==> config.mk <==
export PLATFORM = sky130hd
export DESIGN_NAME = code128_symbol_encoder_top
export DESIGN_NICKNAME = d
export VERILOG_FILES = /design/src/rtl/c128_pkg.sv /design/src/rtl/c128_front.sv /design/src/rtl/c128_fifo.sv /design/src/rtl/c128_back.sv /design/src/rtl/code128_symbol_encoder_top.sv
export SDC_FILE = /design/constraint.sdc
export NUM_CORES = 1
export LEC_CHECK = 0
export BUFFER_PORTS_ARGS = -buffer_cell sky130_fd_sc_hd__buf_2
export CORE_ASPECT_RATIO = 1.5
export CORE_MARGIN = 8
export CORE_UTILIZATION = 45
export DETAILED_ROUTE_END_ITERATION = 10
export PLACE_DENSITY_LB_ADDON = 0.05
export SYNTH_ARGS = -nofsm -noshare
export SYNTH_HDL_FRONTEND = slang
export SYNTH_SLANG_ARGS = --single-unit
export TNS_END_PERCENT = 1
==> constraint.sdc <==
create_clock -name clock -period 15.3 [get_ports clock]
set_clock_uncertainty 0.05 [all_clocks]
set_input_delay 3.06 -clock clock [delete_from_list [all_inputs] [get_ports clock]]
set_output_delay 3.06 -clock clock [all_outputs]
set_load 0.02 [all_outputs]
==> src/rtl/c128_pkg.sv <==
package c128_pkg;

   localparam logic [1:0] CODE_SET_A     = 2'd0;
   localparam logic [1:0] CODE_SET_B     = 2'd1;
   localparam logic [1:0] CODE_SET_C     = 2'd2;
   localparam logic [1:0] CODE_SET_NONE  = 2'd3;
   localparam logic [1:0] CODE_SET_RESET = CODE_SET_B;

   localparam logic ERR_NONE          = 1'b0;
   localparam logic ERR_NOT_ENCODABLE = 1'b1;

   localparam int MODULUS      = 103;
   localparam int REDUCE_STEPS = 8;
   localparam int START_BASE   = 103;

   localparam logic [12:0] STOP_PATTERN = 13'b1100011101011;
   localparam logic [3:0]  SYMBOL_BITS  = 4'd11;
   localparam logic [3:0]  STOP_BITS    = 4'd13;

   localparam logic [3:0] SLOT_START = 4'b0001;
   localparam logic [3:0] SLOT_DATA  = 4'b0010;
   localparam logic [3:0] SLOT_TAIL  = 4'b0100;
   localparam logic [3:0] SLOT_STOP  = 4'b1000;

   localparam int QUEUE_DEPTH = 4;
   localparam int QUEUE_AW    = 2;

   typedef struct packed {
      logic       has_start;
      logic       has_data;
      logic       has_err;
      logic       has_end;
      logic [1:0] start_set;
      logic [6:0] data_val;
      logic [6:0] data_term;
   } entry_type;

   function automatic logic [10:0] sym_pattern(input logic [6:0] value);
      logic [10:0] pat;
      case (value)
         7'd0:   pat = 11'b11011001100;
         7'd1:   pat = 11'b11001101100;
         7'd2:   pat = 11'b11001100110;
         7'd3:   pat = 11'b10010011000;
         7'd4:   pat = 11'b10010001100;
         7'd5:   pat = 11'b10001001100;
         7'd6:   pat = 11'b10011001000;
         7'd7:   pat = 11'b10011000100;
         7'd8:   pat = 11'b10001100100;
         7'd9:   pat = 11'b11001001000;
         7'd10:  pat = 11'b11001000100;
         7'd11:  pat = 11'b11000100100;
         7'd12:  pat = 11'b10110011100;
         7'd13:  pat = 11'b10011011100;
         7'd14:  pat = 11'b10011001110;
         7'd15:  pat = 11'b10111001100;
         7'd16:  pat = 11'b10011101100;
         7'd17:  pat = 11'b10011100110;
         7'd18:  pat = 11'b11001110010;
         7'd19:  pat = 11'b11001011100;
         7'd20:  pat = 11'b11001001110;
         7'd21:  pat = 11'b11011100100;
         7'd22:  pat = 11'b11001110100;
         7'd23:  pat = 11'b11101101110;
         7'd24:  pat = 11'b11101001100;
         7'd25:  pat = 11'b11100101100;
         7'd26:  pat = 11'b11100100110;
         7'd27:  pat = 11'b11101100100;
         7'd28:  pat = 11'b11100110100;
         7'd29:  pat = 11'b11100110010;
         7'd30:  pat = 11'b11011011000;
         7'd31:  pat = 11'b11011000110;
         7'd32:  pat = 11'b11000110110;
         7'd33:  pat = 11'b10100011000;
         7'd34:  pat = 11'b10001011000;
         7'd35:  pat = 11'b10001000110;
         7'd36:  pat = 11'b10110001000;
         7'd37:  pat = 11'b10001101000;
         7'd38:  pat = 11'b10001100010;
         7'd39:  pat = 11'b11010001000;
         7'd40:  pat = 11'b11000101000;
         7'd41:  pat = 11'b11000100010;
         7'd42:  pat = 11'b10110111000;
         7'd43:  pat = 11'b10110001110;
         7'd44:  pat = 11'b10001101110;
         7'd45:  pat = 11'b10111011000;
         7'd46:  pat = 11'b10111000110;
         7'd47:  pat = 11'b10001110110;
         7'd48:  pat = 11'b11101110110;
         7'd49:  pat = 11'b11010001110;
         7'd50:  pat = 11'b11000101110;
         7'd51:  pat = 11'b11011101000;
         7'd52:  pat = 11'b11011100010;
         7'd53:  pat = 11'b11011101110;
         7'd54:  pat = 11'b11101011000;
         7'd55:  pat = 11'b11101000110;
         7'd56:  pat = 11'b11100010110;
         7'd57:  pat = 11'b11101101000;
         7'd58:  pat = 11'b11101100010;
         7'd59:  pat = 11'b11100011010;
         7'd60:  pat = 11'b11101111010;
         7'd61:  pat = 11'b11001000010;
         7'd62:  pat = 11'b11110001010;
         7'd63:  pat = 11'b10100110000;
         7'd64:  pat = 11'b10100001100;
         7'd65:  pat = 11'b10010110000;
         7'd66:  pat = 11'b10010000110;
         7'd67:  pat = 11'b10000101100;
         7'd68:  pat = 11'b10000100110;
         7'd69:  pat = 11'b10110010000;
         7'd70:  pat = 11'b10110000100;
         7'd71:  pat = 11'b10011010000;
         7'd72:  pat = 11'b10011000010;
         7'd73:  pat = 11'b10000110100;
         7'd74:  pat = 11'b10000110010;
         7'd75:  pat = 11'b11000010010;
         7'd76:  pat = 11'b11001010000;
         7'd77:  pat = 11'b11110111010;
         7'd78:  pat = 11'b11000010100;
         7'd79:  pat = 11'b10001111010;
         7'd80:  pat = 11'b10100111100;
         7'd81:  pat = 11'b10010111100;
         7'd82:  pat = 11'b10010011110;
         7'd83:  pat = 11'b10111100100;
         7'd84:  pat = 11'b10011110100;
         7'd85:  pat = 11'b10011110010;
         7'd86:  pat = 11'b11110100100;
         7'd87:  pat = 11'b11110010100;
         7'd88:  pat = 11'b11110010010;
         7'd89:  pat = 11'b11011011110;
         7'd90:  pat = 11'b11011110110;
         7'd91:  pat = 11'b11110110110;
         7'd92:  pat = 11'b10101111000;
         7'd93:  pat = 11'b10100011110;
         7'd94:  pat = 11'b10001011110;
         7'd95:  pat = 11'b10111101000;
         7'd96:  pat = 11'b10111100010;
         7'd97:  pat = 11'b11110101000;
         7'd98:  pat = 11'b11110100010;
         7'd99:  pat = 11'b10111011110;
         7'd100: pat = 11'b10111101110;
         7'd101: pat = 11'b11101011110;
         7'd102: pat = 11'b11110101110;
         7'd103: pat = 11'b11010000100;
         7'd104: pat = 11'b11010010000;
         7'd105: pat = 11'b11010011100;
         default: pat = 11'b11011001100;
      endcase
      return pat;
   endfunction

endpackage

==> src/rtl/c128_front.sv <==
module c128_front (
   input  logic                  clock,
   input  logic                  reset,
   input  logic                  csr_wr_en,
   input  logic [1:0]            csr_wr_data,
   input  logic                  req_tvalid,
   output logic                  req_tready,
   input  logic [7:0]            req_tdata,  // char_code
   input  logic [1:0]            req_tuser,  // first_char, odd_length
   input  logic                  req_tlast,  // last_char
   output logic                  push,
   output c128_pkg::entry_type   push_entry,
   input  logic                  full
);

   logic [1:0]  code_set_ff;
   logic        in_msg_ff, in_msg_in;
   logic [6:0]  held_tens_ff, held_tens_in;
   logic        held_valid_ff, held_valid_in;
   logic [6:0]  weight_ff, weight_in;

   logic                 s1_valid_ff, s1_valid_in;
   c128_pkg::entry_type  s1_entry_ff, s1_entry_in;
   logic [13:0]          s1_prod_ff, s1_prod_in;

   logic        accept;
   logic        first_c, last_c, odd_c;
   logic        active, ok, emit, any_result;
   logic [6:0]  v, w, w_inc;
   logic [7:0]  c_minus_32;
   logic [3:0]  digit;
   logic [6:0]  tens;
   logic        hv;
   logic [13:0] red;

   assign first_c    = req_tuser[0];
   assign odd_c      = req_tuser[1];
   assign last_c     = req_tlast;
   assign req_tready = !s1_valid_ff || !full;
   assign accept     = req_tvalid && req_tready;
   assign push       = s1_valid_ff && !full;
   assign c_minus_32 = req_tdata - 8'd32;
   assign digit      = 4'(req_tdata - 8'd48);

   always_comb begin
      active        = first_c || in_msg_ff;
      tens          = first_c ? 7'd0 : held_tens_ff;
      hv            = first_c ? 1'b0 : held_valid_ff;
      w             = first_c ? 7'd0 : weight_ff;
      ok            = 1'b1;
      emit          = 1'b1;
      v             = 7'd0;
      s1_entry_in   = '0;
      s1_entry_in.start_set = code_set_ff;
      s1_entry_in.has_start = first_c && (code_set_ff != c128_pkg::CODE_SET_NONE);
      if (s1_entry_in.has_start) begin
         w = 7'd1;
         if (code_set_ff == c128_pkg::CODE_SET_C && odd_c) begin
            tens = 7'd0;
            hv   = 1'b1;
         end
      end
      case (code_set_ff)
         c128_pkg::CODE_SET_A: begin
            if (req_tdata < 8'd32) v = req_tdata[6:0] + 7'd64;
            else if (req_tdata < 8'd96) v = c_minus_32[6:0];
            else ok = 1'b0;
         end
         c128_pkg::CODE_SET_B: begin
            if (req_tdata >= 8'd32 && req_tdata < 8'd128) v = c_minus_32[6:0];
            else ok = 1'b0;
         end
         c128_pkg::CODE_SET_C: begin
            if (req_tdata >= 8'd48 && req_tdata <= 8'd57) begin
               if (hv) begin
                  v    = tens + {3'd0, digit};
                  hv   = 1'b0;
                  tens = 7'd0;
               end else begin
                  tens = ({3'd0, digit} << 3) + ({3'd0, digit} << 1);
                  hv   = 1'b1;
                  emit = 1'b0;
               end
            end else begin
               ok = 1'b0;
            end
         end
         default: ok = 1'b0;
      endcase
      s1_entry_in.has_data = active && ok && emit;
      if (ok && last_c && hv) ok = 1'b0;
      s1_entry_in.has_err  = active && !ok;
      s1_entry_in.has_end  = active && ok && last_c;
      s1_entry_in.data_val = v;
      any_result = s1_entry_in.has_start || s1_entry_in.has_data
                   || s1_entry_in.has_err || s1_entry_in.has_end;
      s1_prod_in = 14'(v) * 14'(w);
      w_inc      = (w == 7'(c128_pkg::MODULUS - 1)) ? 7'd0 : w + 7'd1;
   end

   always_comb begin
      in_msg_in     = in_msg_ff;
      held_tens_in  = held_tens_ff;
      held_valid_in = held_valid_ff;
      weight_in     = weight_ff;
      if (accept && active) begin
         if (s1_entry_in.has_err || s1_entry_in.has_end) begin
            in_msg_in     = 1'b0;
            held_tens_in  = 7'd0;
            held_valid_in = 1'b0;
            weight_in     = 7'd0;
         end else begin
            in_msg_in     = 1'b1;
            held_tens_in  = tens;
            held_valid_in = hv;
            weight_in     = s1_entry_in.has_data ? w_inc : w;
         end
      end
      if (accept) s1_valid_in = any_result;
      else if (push) s1_valid_in = 1'b0;
      else s1_valid_in = s1_valid_ff;
   end

   // reduce the weighted term mod 103 by restoring subtraction
   always_comb begin
      red = s1_prod_ff;
      for (int k = c128_pkg::REDUCE_STEPS - 1; k >= 0; k--) begin
         if (red >= (14'(c128_pkg::MODULUS) << k)) red = red - (14'(c128_pkg::MODULUS) << k);
      end
      push_entry           = s1_entry_ff;
      push_entry.data_term = red[6:0];
   end

   always_ff @(posedge clock) begin
      if (reset) begin
         code_set_ff   <= c128_pkg::CODE_SET_RESET;
         in_msg_ff     <= 1'b0;
         held_tens_ff  <= 7'd0;
         held_valid_ff <= 1'b0;
         weight_ff     <= 7'd0;
         s1_valid_ff   <= 1'b0;
      end else begin
         if (csr_wr_en) code_set_ff <= csr_wr_data;
         in_msg_ff     <= in_msg_in;
         held_tens_ff  <= held_tens_in;
         held_valid_ff <= held_valid_in;
         weight_ff     <= weight_in;
         s1_valid_ff   <= s1_valid_in;
      end
   end

   always_ff @(posedge clock) begin
      if (accept) begin
         s1_entry_ff <= s1_entry_in;
         s1_prod_ff  <= s1_prod_in;
      end
   end

endmodule

==> src/rtl/c128_fifo.sv <==
module c128_fifo (
   input  logic                  clock,
   input  logic                  reset,
   input  logic                  push,
   input  c128_pkg::entry_type   push_entry,
   output logic                  full,
   input  logic                  pop,
   output c128_pkg::entry_type   head,
   output logic                  empty
);

   c128_pkg::entry_type                mem_ff [c128_pkg::QUEUE_DEPTH];
   logic [c128_pkg::QUEUE_AW-1:0]      wr_ptr_ff, wr_ptr_in;
   logic [c128_pkg::QUEUE_AW-1:0]      rd_ptr_ff, rd_ptr_in;
   logic [c128_pkg::QUEUE_AW:0]        count_ff, count_in;

   assign full  = (count_ff == (c128_pkg::QUEUE_AW + 1)'(c128_pkg::QUEUE_DEPTH));
   assign empty = (count_ff == '0);
   assign head  = mem_ff[rd_ptr_ff];

   always_comb begin
      wr_ptr_in = push ? wr_ptr_ff + 1'b1 : wr_ptr_ff;
      rd_ptr_in = pop ? rd_ptr_ff + 1'b1 : rd_ptr_ff;
      count_in  = count_ff;
      if (push && !pop) count_in = count_ff + 1'b1;
      else if (pop && !push) count_in = count_ff - 1'b1;
   end

   always_ff @(posedge clock) begin
      if (reset) begin
         wr_ptr_ff <= '0;
         rd_ptr_ff <= '0;
         count_ff  <= '0;
      end else begin
         wr_ptr_ff <= wr_ptr_in;
         rd_ptr_ff <= rd_ptr_in;
         count_ff  <= count_in;
      end
   end

   always_ff @(posedge clock) begin
      if (push) mem_ff[wr_ptr_ff] <= push_entry;
   end

endmodule

==> src/rtl/c128_back.sv <==
module c128_back (
   input  logic                  clock,
   input  logic                  reset,
   input  c128_pkg::entry_type   head,
   input  logic                  empty,
   output logic                  pop,
   output logic                  rsp_tvalid,
   input  logic                  rsp_tready,
   output logic [23:0]           rsp_tdata,  // bar_pattern[12:0], pattern_bits[16:13], zeros
   output logic [0:0]            rsp_tuser,  // error_code
   output logic                  rsp_tlast   // last_pattern
);

   logic [3:0]  done_ff, done_in;
   logic [6:0]  acc_ff, acc_in;
   logic        valid_ff, valid_in;
   logic [12:0] pat_ff, pat_in;
   logic [3:0]  bits_ff, bits_in;
   logic        last_ff, last_in;
   logic        err_ff, err_in;

   logic [3:0]  pending, sel;
   logic        load;
   logic [6:0]  sym_val;
   logic [7:0]  acc_sum;

   assign pending = {head.has_end, head.has_err || head.has_end, head.has_data, head.has_start}
                    & ~done_ff;
   assign sel     = pending & 4'(~pending + 4'd1);
   assign load    = !empty && (!valid_ff || rsp_tready);
   assign pop     = load && ((pending & ~sel) == 4'd0);
   assign acc_sum = {1'b0, acc_ff} + {1'b0, head.data_term};

   always_comb begin
      case (sel)
         c128_pkg::SLOT_START: sym_val = 7'(c128_pkg::START_BASE) + {5'd0, head.start_set};
         c128_pkg::SLOT_DATA:  sym_val = head.data_val;
         default:              sym_val = acc_ff;
      endcase
   end

   always_comb begin
      pat_in   = pat_ff;
      bits_in  = bits_ff;
      last_in  = last_ff;
      err_in   = err_ff;
      acc_in   = acc_ff;
      done_in  = done_ff;
      valid_in = valid_ff && !rsp_tready;
      if (load) begin
         valid_in = 1'b1;
         done_in  = pop ? 4'd0 : (done_ff | sel);
         pat_in   = {2'd0, c128_pkg::sym_pattern(sym_val)};
         bits_in  = c128_pkg::SYMBOL_BITS;
         last_in  = 1'b0;
         err_in   = c128_pkg::ERR_NONE;
         case (sel)
            c128_pkg::SLOT_START: acc_in = {5'd0, head.start_set};
            c128_pkg::SLOT_DATA: begin
               acc_in = (acc_sum >= 8'(c128_pkg::MODULUS))
                        ? 7'(acc_sum - 8'(c128_pkg::MODULUS)) : acc_sum[6:0];
            end
            c128_pkg::SLOT_TAIL: begin
               if (head.has_err) begin
                  pat_in  = 13'd0;
                  bits_in = 4'd0;
                  last_in = 1'b1;
                  err_in  = c128_pkg::ERR_NOT_ENCODABLE;
               end
            end
            c128_pkg::SLOT_STOP: begin
               pat_in  = c128_pkg::STOP_PATTERN;
               bits_in = c128_pkg::STOP_BITS;
               last_in = 1'b1;
            end
            default: acc_in = acc_ff;
         endcase
      end
   end

   always_ff @(posedge clock) begin
      if (reset) begin
         done_ff  <= 4'd0;
         acc_ff   <= 7'd0;
         valid_ff <= 1'b0;
      end else begin
         done_ff  <= done_in;
         acc_ff   <= acc_in;
         valid_ff <= valid_in;
      end
   end

   always_ff @(posedge clock) begin
      pat_ff  <= pat_in;
      bits_ff <= bits_in;
      last_ff <= last_in;
      err_ff  <= err_in;
   end

   assign rsp_tvalid = valid_ff;
   assign rsp_tdata  = {7'd0, bits_ff, pat_ff};
   assign rsp_tuser  = err_ff;
   assign rsp_tlast  = last_ff;

endmodule

==> src/rtl/code128_symbol_encoder_top.sv <==
// channel   ports      tdata                         tuser                    tlast
// request   req_*      char_code[7:0]                first_char, odd_length   last_char
// response  rsp_*      bar_pattern, pattern_bits     error_code               last_pattern
// csr       csr_wr_*   code_set[1:0], write only     -                        -
//
// One word leaves the response register per cycle while rsp_tready is high; a character yields
// at most one word mid-message, two on a first character (start, data), three on a last (data,
// check, stop), four on one that is both. Words pass the front stage and the queue first.
// Reset is synchronous; it clears the message state and selects set B.
// A stalled response fills the response register, a four-character queue and the front
// stage before req_tready drops.
module code128_symbol_encoder_top (
   input  logic        clock,
   input  logic        reset,
   input  logic        csr_wr_en,
   input  logic [1:0]  csr_wr_data,  // code_set
   input  logic        req_tvalid,
   output logic        req_tready,
   input  logic [7:0]  req_tdata,    // char_code
   input  logic [1:0]  req_tuser,    // first_char, odd_length
   input  logic        req_tlast,    // last_char
   output logic        rsp_tvalid,
   input  logic        rsp_tready,
   output logic [23:0] rsp_tdata,    // bar_pattern[12:0], pattern_bits[16:13], zeros
   output logic [0:0]  rsp_tuser,    // error_code
   output logic        rsp_tlast     // last_pattern
);

   logic                 push, full, pop, empty;
   c128_pkg::entry_type  push_entry, head;

   c128_front u_front (
      .clock       (clock),
      .reset       (reset),
      .csr_wr_en   (csr_wr_en),
      .csr_wr_data (csr_wr_data),
      .req_tvalid  (req_tvalid),
      .req_tready  (req_tready),
      .req_tdata   (req_tdata),
      .req_tuser   (req_tuser),
      .req_tlast   (req_tlast),
      .push        (push),
      .push_entry  (push_entry),
      .full        (full)
   );

   c128_fifo u_fifo (
      .clock      (clock),
      .reset      (reset),
      .push       (push),
      .push_entry (push_entry),
      .full       (full),
      .pop        (pop),
      .head       (head),
      .empty      (empty)
   );

   c128_back u_back (
      .clock      (clock),
      .reset      (reset),
      .head       (head),
      .empty      (empty),
      .pop        (pop),
      .rsp_tvalid (rsp_tvalid),
      .rsp_tready (rsp_tready),
      .rsp_tdata  (rsp_tdata),
      .rsp_tuser  (rsp_tuser),
      .rsp_tlast  (rsp_tlast)
   );

`ifndef ASSERT_OFF
   a_err_word: assert property (@(posedge clock) disable iff (reset)
      rsp_tvalid && rsp_tuser[0] |-> rsp_tlast && rsp_tdata[16:0] == 17'd0)
      else $error("error word not final or not blank");

   a_ok_bits: assert property (@(posedge clock) disable iff (reset)
      rsp_tvalid && !rsp_tuser[0] |->
      (rsp_tdata[16:13] == c128_pkg::SYMBOL_BITS || rsp_tdata[16:13] == c128_pkg::STOP_BITS))
      else $error("bad module count");

   a_stop_word: assert property (@(posedge clock) disable iff (reset)
      rsp_tvalid && rsp_tdata[16:13] == c128_pkg::STOP_BITS |->
      rsp_tlast && rsp_tdata[12:0] == c128_pkg::STOP_PATTERN)
      else $error("stop word malformed");

   a_queue_hold: assert property (@(posedge clock) disable iff (reset)
      full && !pop |=> full)
      else $error("queue lost a word");
`endif

endmodule
# Yosys cells after proc, flatten, opt, wreduce, memory -nomap -nowiden
# Memory sizes are Yosys's and may differ from the RTL's. A register that Yosys moved wholly into a read port is not among the register bits.
# Cells that the tools add are included.
[classes]
muxes = 62
eq_ne = 9
order_cmp = 15
n_reduce_logical = 42
bitwise_logic = 7
mul = 1
add_sub_neg = 22
[op_table]
columns = ["operator", "n"]
rows = [
  ["$mux W7", 19],
  ["$mux W14", 7],
  ["$pmux W7 S2", 2],
  ["$pmux W13 S2", 1],
  ["$mux W1", 22],
  ["$pmux W7 S3", 1],
  ["$logic_and A1 B1 Y1", 19],
  ["$ge A8 B6 Y1 const B", 2],
  ["$ge A14 B10 Y1 const B", 1],
  ["$ge A14 B11 Y1 const B", 1],
  ["$ge A14 B12 Y1 const B", 1],
  ["$ge A14 B13 Y1 const B", 1],
  ["$ge A14 B14 Y1 const B", 1],
  ["$ge A14 B7 Y1 const B", 1],
  ["$ge A14 B8 Y1 const B", 1],
  ["$ge A14 B9 Y1 const B", 1],
  ["$mul A7 B7 Y14", 1],
  ["$sub A14 B10 Y14 const B", 1],
  ["$sub A14 B11 Y14 const B", 1],
  ["$sub A14 B12 Y14 const B", 1],
  ["$sub A14 B13 Y14 const B", 1],
  ["$sub A14 B14 Y14 const B", 1],
  ["$sub A14 B8 Y14 const B", 1],
  ["$sub A14 B9 Y14 const B", 1],
  ["44 further kinds", 69],
]
[totals]
ramBits = 80
n_memories = 2
inputBits = 18
rom_bits = 1152
output_inout_bits = 28
regBits = 84
[mem_list]
columns = ["name", "words", "width", "read_ports", "rd_clocked_by_memory_dff", "wr", "line", "rtl"]
rows = [
  ["(no name shown)", 128, 9, 1, 0, 0, "c128_pkg.sv:40", "case (value)"],
  ["u_fifo.mem_ff", 4, 20, 1, 1, 1, "c128_fifo.sv:12", "c128_pkg::entry_type mem_ff [c128_pkg::QUEUE_DEPTH];"],
]

# Logic depth before layout (Yosys ltp)
# Gate-level depths: netlist (run 1).
[depth]
depth_word = 16
ltp_mapped = 48

# Cells and area by module
# From an unflattened synthesis (run 1), not the netlist that was laid out.
[unflattened]
cells_unflattened = 1478
area_unflattened_um2 = 13962.1
[by_module_without_submodules]
columns = ["mod", "n_inst", "cells_per_inst", "area_each_um2"]
rows = [
  ["c128_front", 1, 843, 6892.9],
  ["c128_back", 1, 487, 3754.9],
  ["c128_fifo", 1, 148, 3314.4],
]

# Least setup slack after synthesis (run 1)
# Ideal clock, no wire load.
[synth_path]
kind = "register to register"
start = "reg u_front.s1_prod_ff[11]"
end = "mem u_fifo.mem_ff[0][1] in the netlist's numbering, data pin"
path_buffers = 2
required_ns = 14.986
setup_time_ns = 0.264
t_arrival_ns = 9.931
stages_incl_launch_ff = 48
path_slack_ns = 5.054
path_cell_list = "edfxtp_1 -> buf_2 -> a211oi_1 -> o22a_1 -> ha_1 -> inv_1 -> a21oi_1 -> o21ai_0 -> nand2_1 -> xor2_1 -> ha_1 -> inv_1 -> nor3_1 -> o31a_1 -> a21o_1 -> a21oi_4 -> xnor2_1 -> ha_1 -> [12 not listed] -> ha_1 -> o21ai_0 -> a31oi_1 -> nor2_1 -> xnor2_1 -> ha_1 -> buf_4 -> nand2_1 -> nor3_1 -> o21bai_1 -> a311oi_1 -> nor2_1 -> xnor2_1 -> ha_1 -> a2111oi_0 -> mux2_2 -> o31a_1 -> mux2_4"
[synth_rtl]
columns = ["element", "line", "rtl"]
rows = [
  ["start: declaration", "c128_front.sv:24", "logic [13:0] s1_prod_ff, s1_prod_in;"],
  ["start signal: assignment", "c128_front.sv:155", "s1_prod_ff <= s1_prod_in;"],
  ["end: declaration", "c128_fifo.sv:12", ""],
]

==> run metrics, run 1 <==
Rel. slew slack 0.2898; Skew-Pair Late Insertion Delay 0.42 ns; die height 225.7 um; startpoint types flip-flop; DR WL met3 962 um; P per Cell Area 248.1 nW/um2; crit path time final 12.21 ns; WL final 34380 um; gr ovfl total 0; Die ar. 35170 um2; CTS resizes 0; # rows 77; max-slew violations 0; Worst-Margin Slew 1.064 ns; EDFF count, synth 121; Sw Pwr 1.758 mW; WL met1 13530 um; YS warnings 0; most used cell, CP ha_1; syn avg cell area 9.384 um2; worst vdd ir 0.0001115 V; Worst Path Required 15.41 ns; Fill cells 2862; Max Clock Freq 81.93 MHz; RSZ-0062 raised after global routing false; antenna-violating nets left 0; setup TNS 0 ns; Hold Path Class reg -> reg; layout cells sized above 1 0.1289; most common cell after layout, fill and taps aside nand2_1; ys flop type edfxtp_1; I/O pins 46; critical path's largest stage delay 0.73 ns; GRT Total Usage 0.1985; uppermost routed layer met4; most frequent cells in the layout nand2_1, nor2_1, edfxtp_1; Num CTS Buffers 17; Tcrit/Tclk final 0.7978; Clock Sinks 161; PortBufs 38; H-tree depth 4; vias per cell 5.896; Post-Place Cells 1791; CTS Root Cell clkbuf_16; Max Cap Viol 0; Layout area overhead 8.336%; Lkg Pwr 5.499 nW; routed length per instance 18.86 um; Hold Buf Count CTS 0; DP HPWL 26340 um; Starting DRT DRC Count 683; largest delay contributor family on the critical path compound AO/OA/AOI/OAI gates; Int Pwr 1.789 mW; Final setup viols 0; register bit total from synthesis 161; slowest cell on the critical path edfxtp_1; Sequential Power Share 0.204; metal2 WL 18560 um; Clk pwr share 0.121; crit path DAT 12.31 ns; Synth Instances 1406; Critical path buffers and inverters 2; kind of critical path reg -> reg; area of the mapped netlist 13190 um2; Seq/Total Area, Yosys 0.3361; width of the die 155.8 um; initial antenna violation count 0; Post CTS Setup Buffer Count 0; Synth async-reset ratio 0; largest net degree at the start of global routing 37; endpoint class of the critical path flip-flop; clock transition at the registers of the reported paths 0.07 ns; Placer Congestion 0.9485; drt pass-1 iters 6; Distinct cells, synth 103; outcome completed; vias in the first global route 10814; total core area 29190 um2; final cell count without fillers 1823; Max clock buf depth 2; fin nets 1532; CP max FO 19; initial core utilization 0.4520; CTS tree yes; first-pass GRT wire length 56110 um; Net Sw Frac 0.4956; Via Count 10748; DRC 0; final hold violation count 0; combinational share of power 0.675; Ant. Diodes 0
-- routing by layer --
layer,global-route usage,up-vias
met5,0,-
met4,0.09077,0
met3,0.02758,85
met2,0.3720,244
met1,0.2158,5202
li1,-,5217
-- cells by family (layout without fill, tap and decap cells) --
family | after synthesis | count (layout) | synth area share
xor+xnor | 70 | 70 | 0.05263
mux | 54 | 54 | 0.06164
buf+inv | 152 | 168 | 0.04960
compound gates | 395 | 395 | 0.2183
fa+ha+maj | 99 | 99 | 0.1098
other cells | 1 | 7 | 0.0002842
flops | 161 | 161 | 0.3361
simple gates | 474 | 474 | 0.1716
-- per-stage QoR --
stage	hold WS [ns]	setup slack, ns	util	area (um2)	total power, mW
CTS	0.4077	3.195	0.4896	14290	3.547
finish	0.4050	3.094	0.4896	14290	3.547
floorplan	0.3773	5.054	-	13220	2.528
detailed placement	0.3976	3.279	0.4691	13690	3.104
global route	0.4358	1.707	0.4896	14290	3.825
global placement	0.3912	3.547	0.4691	13690	3.113
-- flip-flops by register name, indices dropped and copies added (netlist names), 2 cells and up, named ones only --
name                  count
u_back.acc_ff             7
u_fifo.mem_ff            80
u_front.code_set_ff       2
u_back.bits_ff            3
u_front.s1_prod_ff       14
u_fifo.count_ff           3
u_front.held_tens_ff      7
u_front.weight_ff         7
u_back.pat_ff             9
u_fifo.rd_ptr_ff          2
u_back.done_ff            4
u_fifo.wr_ptr_ff          2
u_front.push_entry       13
-- cells in the mapped netlist, types with 8 or more instances --
library cell / number / area share
nand2_1: 152 / 0.043
nor2_1: 125 / 0.036
edfxtp_1: 121 / 0.28
a21oi_1: 87 / 0.033
inv_1: 78 / 0.022
ha_1: 71 / 0.067
o21ai_0: 57 / 0.022
xnor2_1: 44 / 0.029
clkbuf_1: 43 / 0.012
dfxtp_1: 40 / 0.061
nand3_1: 38 / 0.014
nor3_1: 33 / 0.013
fa_1: 28 / 0.042
and2_1: 27 / 0.013
a31oi_1: 23 / 0.011
mux2i_1: 22 / 0.017
a22oi_1: 21 / 0.012
mux4_2: 20 / 0.034
xor2_1: 19 / 0.013
nor2b_1: 17 / 0.0081
a21o_1: 16 / 0.0091
a211oi_1: 15 / 0.0085
buf_4: 14 / 0.0080
o211ai_1: 14 / 0.0080
o21bai_1: 13 / 0.0074
nand2b_1: 11 / 0.0052
a311oi_1: 10 / 0.0066
buf_2: 10 / 0.0038
mux2_2: 10 / 0.0085
o22ai_1: 10 / 0.0047
or2_2: 10 / 0.0047
o31ai_1: 9 / 0.0051
o21ai_1: 8 / 0.0030
-- area by class of cell --
cell class	count	area, um2	share of cell area
Clock buffer	18	429.2	0.03002
Clock inverter	14	171.4	0.01199
Inverter	78	292.8	0.02048
Multi-Input combinational cell	1099	8132	0.5689
Sequential cell	161	4434	0.3102
Tap cell	395	494.2	0.03458
Timing Repair Buffer	58	340.3	0.02381
-- power by group through the flow --
stage	Clock [mW]	Sequential [mW]	Combinational (mW)
2_1_floorplan	0	0.749	1.78
3_3_place_gp	0	0.732	2.38
3_5_place_dp	0	0.735	2.37
4_1_cts	0.438	0.725	2.38
5_1_grt	0.455	0.734	2.64
6_report	0.427	0.724	2.40
-- worst min-delay path, cell delays in order (launching register included) --
cell and delay [ns]:
dfxtp_1 0.31, nand2_1 0.05, a21oi_1 0.05
-- path summary, 6_finish.rpt --
path                                              start                      end  slack, ns  depth (start not counted)
worst max-delay path             u_front.s1_prod_ff[10]      u_fifo.mem_ff[0][1]       3.09                         45
worst min-delay path            u_front.held_tens_ff[1]  u_front.held_tens_ff[1]       0.40                          2
worst max register to register   u_front.s1_prod_ff[10]      u_fifo.mem_ff[0][1]       3.09                         45
worst min register to register  u_front.held_tens_ff[1]  u_front.held_tens_ff[1]       0.40                          2
No activity file was read; power rests on OpenSTA's default activity.
==> inputs of run 2 (changes only) <==
--- a/config.mk
+++ b/config.mk
@@ -5,6 +5,7 @@
 export SDC_FILE = /design/constraint.sdc
 export NUM_CORES = 1
 export LEC_CHECK = 0
+export ABC_AREA = 1
 export BUFFER_PORTS_ARGS = -buffer_cell sky130_fd_sc_hd__buf_2
 export CORE_ASPECT_RATIO = 1.5
 export CORE_MARGIN = 8
==> constraint.sdc (replaced) <==
create_clock -name clock -period 10.4 [get_ports clock]
set_clock_uncertainty 0.05 [all_clocks]
set_input_delay 2.08 -clock clock [delete_from_list [all_inputs] [get_ports clock]]
set_output_delay 2.08 -clock clock [all_outputs]
set_load 0.02 [all_outputs]
==> run 2 against run 1 <==
  * Worst hold slack better by 0.0062 ns
  * Utilization up 0.47 points
  * Critical path type unchanged
  * Sequential cell count did not move
  * Highest routed layer unchanged
  * Critical endpoint is now u_fifo.mem_ff[2][4]
==> run metrics, run 2 <==
placed inst area 13200 um2; most common cell after layout, fill and taps aside nand2_1; most flop-heavy register u_fifo.mem_ff; Ant. Diodes 0; Setup crit start u_front.s1_prod_ff[12]; Post-Place Cells 2009; GRT Total Usage 0.1987; Max Cap Viol 0; DRC 0; Clock Sinks 161; vias per cell 5.377; Worst Hold Launch u_back.done_ff[3]; synth top area cells edfxtp_1, nand2_1, ha_1, inv_1, dfxtp_1; vias in the first global route 10697; Hold Path Class reg -> reg; slowest cell on the critical path edfxtp_1; CTS tree yes; # rows 75; crit path DAT 8.34 ns; largest delay contributor family on the critical path simple AND/OR/NAND/NOR gates; CTS resizes 0; Max clock buf depth 2; Skew-Pair Late Insertion Delay 0.43 ns; CTS Root Cell clkbuf_16; crit path time final 8.229 ns; DP HPWL 26700 um; Hold Buf Count CTS 0; RSZ-0062 raised after global routing false; initial antenna violation count 0; Seq/Total Area, Yosys 0.3502; Via Count 10974; Critical path buffers and inverters 2; Num CTS Buffers 17; Post CTS Setup Buffer Count 0; most frequent cells in the layout nand2_1, inv_1, nor2_1; gr ovfl total 0; total core area 27870 um2; top post-synthesis cells by count nand2_1, inv_1, nor2_1; max-slew violations 0; final hold violation count 0; YS warnings 0; layout cells sized above 1 0.1121; Worst Path Required 10.51 ns; kind of critical path reg -> reg; largest net degree at the start of global routing 42; H-tree depth 4; max reg flops 80; Tcrit/Tclk final 0.7912; EDFF count, synth 121; CP max FO 14; Synth Instances 1651; routed length per instance 16.46 um; Synth async-reset ratio 0; critical path's largest stage delay 0.52 ns; I/O pins 46; antenna-violating nets left 0; setup TNS 0 ns; final non-filler cell area 13780 um2; PortBufs 38; hold slack final 0.4112 ns; Rel. slew slack 0.3341; most used cell, CP nand2_1; dominant cell type by area after synthesis edfxtp_1; die height 221.5 um; final cell count without fillers 2041; WL final 33610 um; worst r2r src u_front.s1_prod_ff[12]; R2R setup slack 2.17 ns; startpoint types flip-flop; ys flop type edfxtp_1; Placer Congestion 0.9707; outcome completed; Final setup viols 0; syn avg cell area 7.670 um2; drt pass-1 iters 5; area of the mapped netlist 12660 um2; initial core utilization 0.4544; Yosys top cell area share 0.2869; most common cell in the netlist nand2_1; Layout area overhead 8.803%; first-pass GRT wire length 54230 um; endpoint class of the critical path flip-flop; width of the die 153.0 um; fin nets 1799; register bit total from synthesis 161; Worst-Margin Slew 0.9737 ns; Starting DRT DRC Count 480; clock transition at the registers of the reported paths 0.07 ns; Die ar. 33880 um2; Max Clock Freq 121.5 MHz; Distinct cells, synth 60
[run 2: changes by cell type after synthesis, sizes merged, moves of 20 or more]
cell   before  now
and2       27    2
nor2      128  178
mux2i      22    0
nor3       37   13
o21ai      71  117
xnor2      48    7
inv        78  246
nand2     152  408
nand3      38  114
mux4       20    0
[run 2: kinds of logic (layout without fill, tap and decap cells)]
kind of cell    count (synthesis)  count (layout)  share of synthesized area
simple gates                  752             752                     0.2770
compound gates                304             304                     0.1380
buf+inv                       296             334                    0.09268
flops                         161             161                     0.3502
fa+ha+maj                      99              99                     0.1144
xor+xnor                       38              38                    0.02747
other cells                     1               7                  0.0002961
[run 2: path summary, 6_finish.rpt]
kind                            cells after the start                   to
worst max-delay path                               55  u_fifo.mem_ff[2][4]
worst min-delay path                                2    u_back.done_ff[3]
worst max register to register                     55  u_fifo.mem_ff[2][4]
worst min register to register                      2    u_back.done_ff[3]
[run 2: through the flow]
stage                 util  worst slack, ns
floorplan                -            2.599
global placement    0.4737            2.158
detailed placement  0.4737            2.066
CTS                 0.4944            2.036
global route        0.4944            1.140
finish              0.4944            2.171
[run 2: per-layer routing]
layer / part of all wire / global-route usage
met1: 0.37 / 0.1967
met2: 0.57 / 0.4007
met3: 0.026 / 0.02497
met4: 0.033 / 0.08616
met5: 0 / 0
[run 2: final cells by class]
type | count | area [um2]
fillers | 2782 | 14090
multi-input cells | 1200 | 7096
flip-flops and latches | 161 | 4434
repair buffers | 53 | 302.8
well taps | 346 | 432.9
clock inverters | 15 | 150.1
clock buffers | 17 | 425.4
inverters | 249 | 937.1
[run 2: worst register-to-register path, delay by kind of cell (launching register included)]
family,cells,cell delay [ns]
AND/OR/NAND/NOR,46,5.73
flip-flops,1,0.52
adder cells (fa/ha/maj),7,1.43
buffers and inverters,2,0.23
Power of run 2 is left out: the tool's default activity adds up to more than one toggle a clock period on the data nets, which glitch-free logic cannot reach.
==> inputs of run 3 (changes only) <==
--- a/config.mk
+++ b/config.mk
@@ -5,7 +5,7 @@
 export SDC_FILE = /design/constraint.sdc
 export NUM_CORES = 1
 export LEC_CHECK = 0
-export ABC_AREA = 1
+export ABC_AREA = 0
 export BUFFER_PORTS_ARGS = -buffer_cell sky130_fd_sc_hd__buf_2
 export CORE_ASPECT_RATIO = 1.5
 export CORE_MARGIN = 8
==> constraint.sdc (replaced) <==
create_clock -name clock -period 7.8 [get_ports clock]
set_clock_uncertainty 0.05 [all_clocks]
set_input_delay 1.56 -clock clock [delete_from_list [all_inputs] [get_ports clock]]
set_output_delay 1.56 -clock clock [all_outputs]
set_load 0.02 [all_outputs]
==> run 3 against run 2 <==
  * The flow now finishes with violations (setup timing)
  * Global-route usage grew 0.67 points
  * Die area is 3.8% higher
  * Fmax fell by 3.7%
==> run metrics, run 3 (synthesis results as in run 1) <==
max-slew violations 0; Via Count 11475; Starting DRT DRC Count 586; endpoint class of the critical path flip-flop; layout cells sized above 1 0.2748; initial core utilization 0.4520; Final setup viols 28; total core area 29190 um2; area of all sequential standard cells 4434 um2; most common cell after layout, fill and taps aside buf_4; Clock Sinks 161; Final Worst Setup Slack -0.7476 ns; crit path DAT 8.66 ns; total power 8.253 mW; violated checks setup timing; H-tree depth 4; WL final 36060 um; largest net degree at the start of global routing 37; CTS Root Cell clkbuf_16; most frequent cells in the layout buf_4, nand2_1, nor2_1; DP HPWL 27840 um; GRT Total Usage 0.2055; Lkg Pwr 6.598 nW; Hold Path Depth 2; Layout area overhead 23.43%; R2R setup slack -0.75 ns; max reg flops 80; worst reg2reg endpoint u_fifo.mem_ff[2][1]; critical path's largest stage delay 0.59 ns; vias per cell 5.625; antenna-violating nets left 0; setup TNS -17.66 ns; Num CTS Buffers 17; Worst-Margin Slew 1.098 ns; PortBufs 38; Hold Path Class reg -> reg; Max Clock Freq 117.0 MHz; Die ar. 35170 um2; final hold violation count 0; CTS tree yes; Fill cells 2661; Hold Buf Count CTS 0; critical path depth 42; crit path time final 8.548 ns; final non-filler cell area 16290 um2; routed length per instance 17.68 um; Placer Congestion 0.8966; slowest cell on the critical path or4_4; area of the multi-input gates 8532 um2; first-pass GRT wire length 58340 um; placed inst area 15260 um2; fin nets 1749; drt pass-1 iters 5; worst-case reg-to-reg path depth 42; Worst Path Required 7.91 ns; Max clock buf depth 2; clock transition at the registers of the reported paths 0.07 ns; Critical path buffers and inverters 4; RSZ-0062 raised after global routing true; largest delay contributor family on the critical path compound AO/OA/AOI/OAI gates; initial antenna violation count 0; worst vdd ir 0.0003312 V; width of the die 155.8 um; kind of critical path reg -> reg; worst r2r src u_front.s1_prod_ff[11]; P per Cell Area 506.8 nW/um2; vias in the first global route 11434; gr ovfl total 0; die height 225.7 um; I/O pins 46; CP max FO 4; Tcrit/Tclk final 1.096; most flop-heavy register u_fifo.mem_ff; outcome finished, violations left; Rel. slew slack 0.2671; Ant. Diodes 0; startpoint types flip-flop; DRC 0; Skew-Pair Late Insertion Delay 0.42 ns; Worst Hold End u_front.held_tens_ff[1]; # rows 77; Max Cap Viol 0; Worst Hold Launch u_front.held_tens_ff[1]
## run 3: changes by cell type in the layout (fill, tap and decap cells not counted), sizes merged, moves of 20 or more
cell | previous run | this run
nand2 | 408 | 152
buf | 53 | 275
inv | 253 | 84
nand3 | 114 | 38
nor2 | 178 | 128
o21ai | 117 | 71
xnor2 | 7 | 48
and2 | 2 | 27
nor3 | 13 | 37
mux2i | 0 | 22
mux4 | 0 | 20
## run 3: area by class of cell
type	instances	area share
multi-input combinational	1099	0.5239
inverter	78	0.01813
tap	395	0.03035
sequential	161	0.2723
clock buffer	18	0.02635
timing repair buffer	275	0.1214
clock inverter	14	0.007606
## run 3: what timing repair did
action,4_1_cts,5_1_grt
setup endpoints to repair,28,28
buffers inserted,10,19
cloned,0,0
gates resized for setup,24,24
pin swaps,21,34
## run 3: through the flow
step | hold WS [ns] | std cells | setup slack [ns] | util
global route | 0.4239 | 2040 | -1.175 | 0.5579
global placement | 0.3881 | 1979 | -0.5739 | 0.5229
CTS | 0.4065 | 2021 | -0.5466 | 0.5481
floorplan | 0.3773 | 1412 | -1.368 | -
finish | 0.4045 | 2040 | -0.7476 | 0.5579
detailed placement | 0.3958 | 1979 | -0.8337 | 0.5229
## run 3: worst max path at each step
stage                                 startpoint             endpoint  slack (ns)
after global routing      u_front.s1_prod_ff[11]  u_fifo.mem_ff[2][1]       -1.18
after global placement     u_front.s1_prod_ff[8]  u_fifo.mem_ff[2][1]       -0.57
after detailed placement   u_front.s1_prod_ff[8]  u_fifo.mem_ff[3][1]       -0.83
final                     u_front.s1_prod_ff[11]  u_fifo.mem_ff[2][1]       -0.75
after CTS                 u_front.s1_prod_ff[11]  u_fifo.mem_ff[2][1]       -0.55
after floorplan           u_front.s1_prod_ff[10]  u_fifo.mem_ff[0][1]       -1.37
## run 3: power breakdown
part           switching [mW]  internal (mW)  total [mW]  leakage (nW)
clock                   0.357          0.418       0.775         0.267
sequential             0.0694           1.34        1.41          1.46
combinational            3.41           2.65        6.06          4.87
## run 3: worst min-delay path, delay by kind of cell, from the launching register on
family	cells	cell delay, ns
flip-flops	1	0.31
AND/OR/NAND/NOR	1	0.05
AO/OA/AOI/OAI	1	0.05
## run 3: metal layers
metal / wire length (um) / up-vias / GRT usage
li1: - / 5656 / -
met3: 1049 / 66 / 0.02318
met4: 1007 / 0 / 0.07129
met1: 14200 / 5502 / 0.2316
met2: 19800 / 251 / 0.3895
met5: 0 / - / 0
